`src/hw/rtl/hti_pkg.sv`:
```
// ----------------------------------------------------------------------------
// hti_pkg
// Shared constants and types of the heightmap triangle interpolator.
// ----------------------------------------------------------------------------
package hti_pkg;

    // payload widths fixed by the interface
    localparam int COORD_W = 32;
    localparam int SCALE_W = 24;
    localparam int HGT_W   = 24;
    localparam int FRAC_W  = 16;
    localparam int ENTRY_W = 7;

    // saturation limits of a Q16.8 height
    localparam int HGT_MAX = 8388607;
    localparam int HGT_MIN = -8388608;

    // request opcodes
    localparam logic OP_WRITE = 1'b0;
    localparam logic OP_QUERY = 1'b1;

    // configuration register indexes
    localparam logic [1:0] REG_ORIGIN_X       = 2'd0;
    localparam logic [1:0] REG_ORIGIN_Z       = 2'd1;
    localparam logic [1:0] REG_CELLS_PER_UNIT = 2'd2;

    localparam logic [SCALE_W-1:0] CELLS_PER_UNIT_RESET = 24'h010000;

    // control that travels down the pipeline with each request
    typedef struct packed {
        logic valid;
        logic query;
        logic outside;
    } pipe_ctl_t;

endpackage

```
`src/hw/rtl/hti_axis_map.sv`:
```
// ----------------------------------------------------------------------------
// hti_axis_map
// Three-stage world-to-grid mapping of one axis: origin subtract, split
// scale multiply, then recombine into cell index, fraction and bound flag.
// ----------------------------------------------------------------------------
module hti_axis_map #(
    parameter int GRID_POINTS = 128,
    parameter int CELL_W      = 7
) (
    input  logic                               aclk,
    input  logic                               en,
    input  logic signed [hti_pkg::COORD_W-1:0] world,
    input  logic signed [hti_pkg::COORD_W-1:0] origin,
    input  logic        [hti_pkg::SCALE_W-1:0] scale,
    output logic        [CELL_W-1:0]           grid_cell,
    output logic        [hti_pkg::FRAC_W-1:0]  frac,
    output logic                               outside
);

    // offset is one bit wider than a coordinate, product spans 58 bits
    localparam int T_W    = hti_pkg::COORD_W + 1;
    localparam int LO_W   = 17;
    localparam int HI_W   = T_W - LO_W;
    localparam int PP_W   = LO_W + hti_pkg::SCALE_W;
    localparam int S_W    = 58;
    localparam int CI_W   = S_W - 1 - 32;

    logic signed [T_W-1:0]  t_next;
    logic signed [T_W-1:0]  t_reg;
    logic        [PP_W-1:0] pp_lo_next;
    logic        [PP_W-1:0] pp_lo_reg;
    logic signed [PP_W-1:0] pp_hi_next;
    logic signed [PP_W-1:0] pp_hi_reg;
    logic signed [HI_W-1:0] t_hi;
    logic signed [hti_pkg::SCALE_W:0] scale_s;
    logic signed [S_W-1:0]  s_val;
    logic        [CI_W-1:0] cell_idx;
    logic                   outside_next;
    logic        [CELL_W-1:0]          cell_reg;
    logic        [hti_pkg::FRAC_W-1:0] frac_reg;
    logic                              outside_reg;

    assign t_next = T_W'(world) - T_W'(origin);

    // offset split into an unsigned low half and a signed high half
    assign t_hi       = t_reg[T_W-1:LO_W];
    assign scale_s    = $signed({1'b0, scale});
    assign pp_lo_next = PP_W'(t_reg[LO_W-1:0]) * PP_W'(scale);
    assign pp_hi_next = PP_W'(t_hi) * PP_W'(scale_s);

    assign s_val    = (S_W'(pp_hi_reg) <<< LO_W) + S_W'($signed({1'b0, pp_lo_reg}));
    assign cell_idx = s_val[S_W-2:32];

    // negative offset or +1 corner past the last grid point
    assign outside_next = s_val[S_W-1] || (cell_idx > CI_W'(GRID_POINTS - 2));

    always_ff @(posedge aclk) begin
        if (en) begin
            t_reg       <= t_next;
            pp_lo_reg   <= pp_lo_next;
            pp_hi_reg   <= pp_hi_next;
            cell_reg    <= s_val[32+CELL_W-1:32];
            frac_reg    <= s_val[31:16];
            outside_reg <= outside_next;
        end
    end

    assign grid_cell = cell_reg;
    assign frac      = frac_reg;
    assign outside   = outside_reg;

endmodule

```
`config.mk`:
```
export PLATFORM = sky130hd
export DESIGN_NAME = hti_axis_map
export DESIGN_NICKNAME = d
export VERILOG_FILES = /design/src/hw/rtl/hti_pkg.sv /design/src/hw/rtl/hti_axis_map.sv
export SDC_FILE = /design/constraint.sdc
export NUM_CORES = 2
export LEC_CHECK = 0
export BUFFER_PORTS_ARGS = -buffer_cell sky130_fd_sc_hd__buf_2
export CAP_MARGIN = 30
export CORE_MARGIN = 3
export CORE_UTILIZATION = 50
export DETAILED_ROUTE_END_ITERATION = 12
export HOLD_SLACK_MARGIN = 0.1
export PLACE_DENSITY = 0.69
export SYNTH_ARGS = -nofsm -noshare
export SYNTH_HDL_FRONTEND = slang
export SYNTH_SLANG_ARGS = --single-unit
```
`constraint.sdc`:
```
create_clock -name aclk -period 7.4 [get_ports aclk]
set_clock_uncertainty 0.15 [all_clocks]
set_input_delay 0.74 -clock aclk [delete_from_list [all_inputs] [get_ports aclk]]
set_output_delay 0.74 -clock aclk [all_outputs]
set_load 0.02 [all_outputs]
```
==> metrics.txt <==
Final Wtd Congestion 0.911; fin worst setup slack 346 ps; drt via density 5.23; hpwl dp 66500 um; post-route setup TNS 0 ps; CP dominant cell by count fa_1; fin crit period 7050 ps; synth warn 0; CP peak stage delay 700 ps; max reg flops 41; Hold EP frac[0]; pre-CTS setup slack -6.69 ps; Total GRT Usage 0.252; WL per Instance 17.5 um; Core Region 63500 um^2; Initial Util 0.510; Hold Vio Cnt, Final 0; synth-to-layout area growth 8.63%; required time of the critical path 7610 ps; DRC marker count from the first detailed-route iteration 1432; reg-to-reg endpoint pp_lo_reg[32]; Max Freq 142 MHz; DRT Wirelength 80200 um; final core utilization 0.554; Die Ht 261 um; max-slew violation count 0; die area 67900 um^2; I/O Buffers 113; hold_sp pp_lo_reg[16]; Post-synth EDFFs 123; Setup crit end kind flip-flop; CP Launch Type flip-flop; Max-slew headroom 0.312; antenna violations before repair 1; ratio of cells with drive above 1 in the final layout 0.0821; slowest library cell on the worst path edfxtp_1; delay-heaviest family, CP adder cells; register area share after synthesis 0.114; # diodes 0; CP max FO 10; Net count, final 4745; synthesized netlist cell count 3586; first-pass GRT wire length 133000 um; Post-synth top flop edfxtp_1; post-synthesis cell area 32400 um^2; root buffer cell clkbuf_16; clock tree buffer depth 2; CP Buf/Inv Count 8; ys async rst share 0; Synth Net Count 4618; Hold WC Path Type flip-flop to flip-flop; final setup fails 0; width of the die 261 um; Num Clock Sinks 123; Slew @ Worst Pin 1030 ps; max_cap viols 0; placed cell area 34600 um^2; ANT nets after route 0; CTS buffer count 17; worst hold stages 0; Crit path arrival time 7270 ps; Area contributors post-synth fa_1, ha_1, edfxtp_1; largest net degree at the start of global routing 68; Worst Setup Path Type flip-flop to flip-flop; # rows 92; vias in the first global route 25300; hold buffers post-CTS 0; most common cell after layout, fill and taps aside inv_1; via count 23900; Clk pin slew, worst setup/hold paths 90 ps; drt first pass iters 5; most frequent cells in the layout inv_1, fa_1, nand2_1; CTS tree built; post-synth top area cell fa_1; outcome finished, final reports clean; I/O pin cnt 114; Seq cells post-synth 123; GR Overflow Total 0; Netlist cell types 67; CTS H-tree lvls 4; DRC viols 0; RSZ-0062 raised after global routing false; RR Startpoint t_reg[3]; R2R depth 25; design area 35200 um^2; Worst setup startpoint t_reg[3]; synthesized area per cell 9.04 um^2; area share of the largest cell type after synthesis 0.392; worst skew pair latency 510 ps; r2r setup slk 350 ps; crit share post-route 0.953
==> metal layers <==
metal	GRT usage	up-vias	share of wire
met4	0.0709	0	0.024
met1	0.340	11900	0.43
met3	0.0475	113	0.074
met5	0	-	0
li1	-	11100	-
met2	0.417	769	0.48
==> Yosys cell counts, types with 3 or more instances <==
cell       number
a21oi_1        96
a31oi_1         8
edfxtp_1      123
xor2_1         29
ha_1          307
o21ai_1         5
nand3_1        27
a211o_1         6
nand4_1        22
o31ai_1         5
a41o_1          4
or2_2           3
nand2b_1       29
nor2_1         89
nor2b_1         8
a211oi_1        7
and4_1          4
or3_1           5
and2_1        327
o21bai_1       12
fa_1          635
o41ai_1         4
o21a_1         23
and3_1         15
nand3b_1        4
clkbuf_1      146
a21boi_0       10
o21ai_0        46
inv_1         852
nor4_1          4
xnor2_1        76
nand2_1       511
o2111ai_1       7
nor3_1         27
a2111oi_2       4
o211ai_1        9
a21o_1         58
==> logic make-up after synthesis <==
| group | synth area share |
|---|---|
| flops | 0.114 |
| fa+ha+maj | 0.511 |
| compound gates | 0.0668 |
| simple gates | 0.163 |
| mux | 0.000618 |
| buf+inv | 0.116 |
| xor+xnor | 0.0284 |
==> worst register-to-register path: cells and delay by family (launching register included) <==
kind	cells	cell delay, ps
adder cells (fa/ha/maj)	7	3290
AND/OR/NAND/NOR	2	260
flip-flops	1	700
buffers and inverters	8	850
AO/OA/AOI/OAI	8	1670
==> repair_timing <==
action / CTS / global route
endpoints found under the hold margin: 0 / 0
buffers inserted: 0 / 4
endpoints found under the setup margin: 0 / 1
gates resized for setup: 0 / 0
==> final cells by class <==
| type | count | area, um^2 |
|---|---|---|
| Tap cell | 846 | 1060 |
| Sequential cell | 123 | 3690 |
| Clock inverter | 15 | 158 |
| Timing Repair Buffer | 256 | 1720 |
| Multi-Input combinational cell | 2463 | 24900 |
| Clock buffer | 17 | 425 |
| Inverter | 852 | 3200 |
| Fill cell | 5722 | 28300 |
==> through the flow <==
stage	hold slack [ps]	std cells
2_1_floorplan	250	3586
3_3_place_gp	264	4536
3_5_place_dp	266	4536
4_1_cts	308	4568
5_1_grt	308	4572
6_report	294	4572
==> worst max path at each step <==
stage,endpoint,depth (start not counted)
after floorplan,pp_lo_reg[40],24
after global placement,pp_hi_reg[38],22
after detailed placement,pp_hi_reg[38],22
after CTS,pp_lo_reg[32],25
after global routing,pp_hi_reg[37],22
final,pp_lo_reg[32],25
Power is left out: the tool's default activity adds up to more than one toggle a clock period on the data nets, which glitch-free logic cannot reach.
