## src/hw/rtl/hti_pkg.sv

```systemverilog
// ----------------------------------------------------------------------------
// hti_pkg
// Shared constants and types of the heightmap triangle interpolator.
// ----------------------------------------------------------------------------
package hti_pkg;

    // payload widths fixed by the interface
    localparam int COORD_W = 32;
    localparam int SCALE_W = 24;
    localparam int HGT_W   = 24;
    localparam int FRAC_W  = 16;
    localparam int ENTRY_W = 7;

    // saturation limits of a Q16.8 height
    localparam int HGT_MAX = 8388607;
    localparam int HGT_MIN = -8388608;

    // request opcodes
    localparam logic OP_WRITE = 1'b0;
    localparam logic OP_QUERY = 1'b1;

    // configuration register indexes
    localparam logic [1:0] REG_ORIGIN_X       = 2'd0;
    localparam logic [1:0] REG_ORIGIN_Z       = 2'd1;
    localparam logic [1:0] REG_CELLS_PER_UNIT = 2'd2;

    localparam logic [SCALE_W-1:0] CELLS_PER_UNIT_RESET = 24'h010000;

    // control that travels down the pipeline with each request
    typedef struct packed {
        logic valid;
        logic query;
        logic outside;
    } pipe_ctl_t;

endpackage

```

## src/hw/rtl/hti_blend.sv

```systemverilog
// ----------------------------------------------------------------------------
// hti_blend
// Barycentric blend of three corner heights: triangle select and edge
// deltas, two weight multiplies, then sum, round and saturate.
// ----------------------------------------------------------------------------
module hti_blend (
    input  logic                              aclk,
    input  logic                              en,
    input  logic signed [hti_pkg::HGT_W-1:0]  h00,
    input  logic signed [hti_pkg::HGT_W-1:0]  h10,
    input  logic signed [hti_pkg::HGT_W-1:0]  h01,
    input  logic signed [hti_pkg::HGT_W-1:0]  h11,
    input  logic        [hti_pkg::FRAC_W-1:0] fx,
    input  logic        [hti_pkg::FRAC_W-1:0] fz,
    output logic signed [hti_pkg::HGT_W-1:0]  height
);

    localparam int D_W   = hti_pkg::HGT_W + 1;
    localparam int M_W   = hti_pkg::FRAC_W + 1 + D_W;
    localparam int ACC_W = 44;
    localparam int RES_W = ACC_W - hti_pkg::FRAC_W;

    logic                             lower;
    logic        [hti_pkg::FRAC_W:0]  fsum;
    logic signed [hti_pkg::HGT_W-1:0] base_next;
    logic signed [D_W-1:0]            d1_next;
    logic signed [D_W-1:0]            d2_next;
    logic        [hti_pkg::FRAC_W-1:0] c2_next;
    logic        [hti_pkg::FRAC_W:0]  c2_wide;

    logic signed [hti_pkg::HGT_W-1:0] base_reg;
    logic signed [D_W-1:0]            d1_reg;
    logic signed [D_W-1:0]            d2_reg;
    logic        [hti_pkg::FRAC_W-1:0] c1_reg;
    logic        [hti_pkg::FRAC_W-1:0] c2_reg;

    logic signed [M_W-1:0]            m1_next;
    logic signed [M_W-1:0]            m2_next;
    logic signed [hti_pkg::HGT_W-1:0] base2_reg;
    logic signed [M_W-1:0]            m1_reg;
    logic signed [M_W-1:0]            m2_reg;

    logic signed [ACC_W-1:0]          acc;
    logic signed [RES_W-1:0]          res;

    assign fsum  = {1'b0, fx} + {1'b0, fz};
    assign lower = !fsum[hti_pkg::FRAC_W];

    // upper triangle has fz > 0, so one minus fz fits in 16 bits
    assign c2_wide   = {1'b1, {hti_pkg::FRAC_W{1'b0}}} - {1'b0, fz};
    assign base_next = lower ? h00 : h01;
    assign d1_next   = lower ? (D_W'(h10) - D_W'(h00)) : (D_W'(h11) - D_W'(h01));
    assign d2_next   = lower ? (D_W'(h01) - D_W'(h00)) : (D_W'(h10) - D_W'(h11));
    assign c2_next   = lower ? fz : c2_wide[hti_pkg::FRAC_W-1:0];

    assign m1_next = M_W'($signed({1'b0, c1_reg})) * M_W'(d1_reg);
    assign m2_next = M_W'($signed({1'b0, c2_reg})) * M_W'(d2_reg);

    // add half an lsb, then floor
    assign acc = (ACC_W'(base2_reg) <<< hti_pkg::FRAC_W) + ACC_W'(m1_reg) + ACC_W'(m2_reg)
               + ACC_W'(32768);
    assign res = acc[ACC_W-1:hti_pkg::FRAC_W];

    always_ff @(posedge aclk) begin
        if (en) begin
            base_reg  <= base_next;
            d1_reg    <= d1_next;
            d2_reg    <= d2_next;
            c1_reg    <= fx;
            c2_reg    <= c2_next;
            base2_reg <= base_reg;
            m1_reg    <= m1_next;
            m2_reg    <= m2_next;
        end
    end

    always_comb begin
        if (res > RES_W'(hti_pkg::HGT_MAX)) begin
            height = hti_pkg::HGT_W'(hti_pkg::HGT_MAX);
        end else if (res < RES_W'(hti_pkg::HGT_MIN)) begin
            height = hti_pkg::HGT_W'(hti_pkg::HGT_MIN);
        end else begin
            height = res[hti_pkg::HGT_W-1:0];
        end
    end

endmodule

```

## config.mk

```make
export PLATFORM = sky130hd
export DESIGN_NAME = hti_blend
export DESIGN_NICKNAME = d
export VERILOG_FILES = /design/src/hw/rtl/hti_pkg.sv /design/src/hw/rtl/hti_blend.sv
export SDC_FILE = /design/constraint.sdc
export NUM_CORES = 2
export LEC_CHECK = 0
export BUFFER_PORTS_ARGS = -buffer_cell sky130_fd_sc_hd__buf_2
export CORE_ASPECT_RATIO = 0.9
export CORE_MARGIN = 2
export CORE_UTILIZATION = 25
export CTS_CLUSTER_SIZE = 30
export DETAILED_ROUTE_END_ITERATION = 8
export SLEW_MARGIN = 20
export SYNTH_ARGS = -nofsm -noshare
export SYNTH_HDL_FRONTEND = slang
export SYNTH_SLANG_ARGS = --single-unit
```

## constraint.sdc

```tcl
create_clock -name aclk -period 7.6 [get_ports aclk]
set_clock_uncertainty 0.1 [all_clocks]
set_input_delay 0.76 -clock aclk [delete_from_list [all_inputs] [get_ports aclk]]
set_output_delay 0.76 -clock aclk [all_outputs]
set_load 0.01 [all_outputs]
```

==> impl_metrics.sql <==
INSERT INTO impl_metrics (metric_group, metric, value, unit) VALUES
('drt', 'detail_route.drc_violations', '0', ''),
('global_routing', 'antenna_found_initial', '31', ''),
('layout', 'n_fill_cell', '18235', ''),
('global_routing', 'grt_max_degree', '128', ''),
('drt', 'route.vias.total', '31574', ''),
('floorplanning', 'core', '172000', 'µm²'),
('cts', 'cts_num_sinks', '214', ''),
('cts', 'cts_tree', 'done', ''),
('synthesis', 'postSynth.asyncResetShare', '0', '%'),
('layout', 'layout.nets', '6068', ''),
('worst_setup_path', 'critPathArrivalTime', '7.44', 'ns'),
('synthesis', 'netlist_instances', '4585', ''),
('global_routing', 'globalRoute.totalOverflow', '0', ''),
('drt', 'detail-route-antenna-nets', '0', ''),
('worst_setup_path', 'startpoint_kind_of_the_worst_setup_timing_path', 'register', ''),
('sta', 'maximum_clock_rate', '139', 'MHz'),
('outcome', 'status', 'finished clean', ''),
('hold_path', 'worstHoldPathType', 'in -> reg', ''),
('floorplanning', 'initial_core_util', '25.2', '%'),
('layout', 'flow.area_growth_from_synthesis', '12.0', '%'),
('cts', 'cts_made_buffers', '28', ''),
('synthesis', 'syn_avg_cell_area', '9.43', 'µm²'),
('run', 'maxCapViolCount', '0', ''),
('synthesis', 'mappedNetlistArea', '43200', 'µm²'),
('sta', 'max_slew_margin', '33.7', '%'),
('drt', 'iteration_count_of_the_initial_detailed_routing_pass', '5', ''),
('synthesis', 'synth_top_area_cell', 'fa_1', ''),
('sta', 'setup_repair_after_global_routing_missed_its_margin', 'no', ''),
('worst_setup_path', 'crit_chain', 'buf_4 > and2_1 > fa_1 > fa_1 > fa_1 > fa_1 > fa_1 > inv_1 > fa_1 > inv_1 > ha_1 > nand4_1 > a21oi_1 > nand3_1 > a2111oi_4 > nor4_2 > buf_4 > o32ai_2 > o41ai_1 > buf_4 > a21oi_1 > a21o_1 > a21oi_1 > xnor2_1', ''),
('synthesis', 'synth_commonest_cells', '1072 x inv_1, 812 x fa_1, 584 x nand2_1', ''),
('placed_design', 'place_inst', '6946', ''),
('drt', 'wl', '123000', 'µm'),
('sta', 'final_min_period_over_clock_period', '94.9', '%'),
('synthesis', 'synth-main-ff-cell', 'edfxtp_1', ''),
('sta', 'final-max-slew-violation-count', '0', ''),
('synthesis', 'postSynthRegisterBits', '214', ''),
('cts', 'clock_tree.root_cell', 'clkbuf_16', ''),
('worst_setup_path', 'timing.critical_path.slowest_cell_delay', '0.62', 'ns'),
('global_routing', 'layer_with_the_highest_usage_after_global_routing', 'met2', ''),
('floorplanning', 'die_area', '176000', 'µm²'),
('sta', 'worst_slew_pin_slew', '0.989', 'ns'),
('synthesis', 'synth.net_count', '5901', ''),
('synthesis', 'ys_warn_count', '0', ''),
('floorplanning', 'floorplan_die_width', '442', 'µm'),
('synthesis', 'synth-edff-count', '214', ''),
('drt', 'dr.first_iter.drc_count', '1932', ''),
('floorplanning', 'die_h', '399', 'µm'),
('global_routing', 'gr_met2_demand_resource', '23.4', '%'),
('floorplanning', 'pin_count', '154', ''),
('sta', 'timing.final.crit_period', '7.21', 'ns'),
('cts', 'clkLatencyLatePin', '0.60', 'ns'),
('cts', 'htreeDepth', '1', ''),
('layout', 'multiInputGateArea', '32200', 'µm²'),
('layout', 'post-route-cell-area', '48400', 'µm²'),
('worst_setup_path', 'worstPathMaxFanout', '7', ''),
('synthesis', 'dominant_cell_by_count_in_the_synthesized_netlist', 'inv_1', ''),
('drt', 'via_per_inst', '4.48', ''),
('synthesis', 'synth_top_area_share', '37.6', '%'),
('sta', 'report.final.hold_viol_count', '0', ''),
('sta', 'setup-violations-final', '0', ''),
('cts', 'clkSlewWorstSetupHoldPaths', '0.06', 'ns'),
('global_routing', 'wire_length_of_the_first_global_routing_pass', '193000', 'µm'),
('synthesis', 'synthTopCellsByArea', 'fa_1 38%, edfxtp_1 15%, ha_1 11%', ''),
('global_routing', 'grt_pass1_vias', '33194', ''),
('worst_setup_path', 'required_time_of_the_critical_path', '7.83', 'ns'),
('global_routing', 'grtUsageMet1', '17.8', '%'),
('global_routing', 'met3_usage', '1.74', '%'),
('floorplanning', 'row_cnt', '144', ''),
('global_routing', 'globalRouteTotalUtil', '14.1', '%'),
('drt', 'wl_per_cell', '17.5', 'µm'),
('placed_design', 'post_dp_cell_area', '47000', 'µm²');
final cells by class:
| cell class | instances | share of cell area [%] |
|---|---|---|
| Antenna cell | 15 | 0.0775 |
| Clock buffer | 35 | 1.55 |
| Clock inverter | 16 | 0.481 |
| Inverter | 1072 | 8.31 |
| Multi-Input combinational cell | 3148 | 66.6 |
| Sequential cell | 214 | 13.3 |
| Tap cell | 2263 | 5.85 |
| Timing Repair Buffer | 288 | 3.88 |
repair_timing:
| item | 4_1_cts | 5_1_grt |
|---|---|---|
| setup buffers | 0 | 39 |
| endpoints found under the setup margin | 3 | 9 |
| gates resized for setup | 1 | 5 |
routing by layer:
metal / wire length, µm / share of wire [%] / up-vias
met5: 87 / 0.071 / -
met3: 6480 / 5.3 / 230
met2: 58400 / 47 / 915
met1: 50300 / 41 / 15945
met4: 7840 / 6.4 / 14
li1: - / - / 14470
worst paths after layout:
check,from,end,slack [ns],cells past startpoint
setup / recovery,c2_reg[11],m2_reg[40],0.39,24
hold / removal,fx[8],c1_reg[8],0.25,1
setup reg to reg,c2_reg[11],m2_reg[40],0.39,24
hold reg to reg,base_reg[6],base2_reg[6],0.30,0
cells in the final DEF, fill, tap and decap left out, types with 5 or more instances in the layout:
master / count
a2111oi_0: 5
a211oi_1: 18
a21boi_0: 7
a21o_1: 81
a21oi_1: 147
a31oi_1: 14
and2_1: 325
and3_1: 8
buf_12: 7
buf_2: 152
buf_4: 128
bufinv_16: 5
clkbuf_1: 6
clkbuf_16: 29
diode_2: 15
edfxtp_1: 214
fa_1: 812
ha_1: 374
inv_1: 1072
mux2i_1: 11
nand2_1: 584
nand2b_1: 29
nand3_1: 39
nand4_1: 20
nor2_1: 100
nor2b_1: 21
nor3_1: 34
nor4_1: 5
o211ai_1: 6
o21a_1: 31
o21ai_0: 117
o21ai_1: 5
o21ai_2: 17
o21bai_1: 21
o31ai_1: 14
or3_1: 15
or4_1: 5
xnor2_1: 127
xor2_1: 68
cell families after synthesis:
kind of cell | after synthesis | synth area share, %
buf+inv | 1223 | 10.7
simple gates | 1202 | 13.3
fa+ha+maj | 1186 | 48.4
compound gates | 553 | 8.48
flops | 214 | 14.9
xor+xnor | 195 | 3.95
mux | 12 | 0.281
metrics by stage:
stage	setup TNS (ns)	hold slack [ns]	setup WS, ns
after floorplan	0	0.300	0.973
after global placement	0	0.301	0.0268
after detailed placement	-0.146	0.305	-0.144
after CTS	0	0.210	0.0565
after global routing	0	0.220	0.0668
final	0	0.252	0.389
critical path, delay by kind of cell, from the launching register on:
| kind | cells | cell delay [ns] |
|---|---|---|
| adder cells (fa/ha/maj) | 7 | 3.41 |
| XOR/XNOR | 1 | 0.12 |
| flip-flops | 1 | 0.55 |
| AND/OR/NAND/NOR | 4 | 0.55 |
| buffers and inverters | 5 | 0.64 |
| AO/OA/AOI/OAI | 7 | 1.53 |
Power is not shown: default switching activity piles up to over one toggle a cycle in this logic, so the estimate is an artifact.
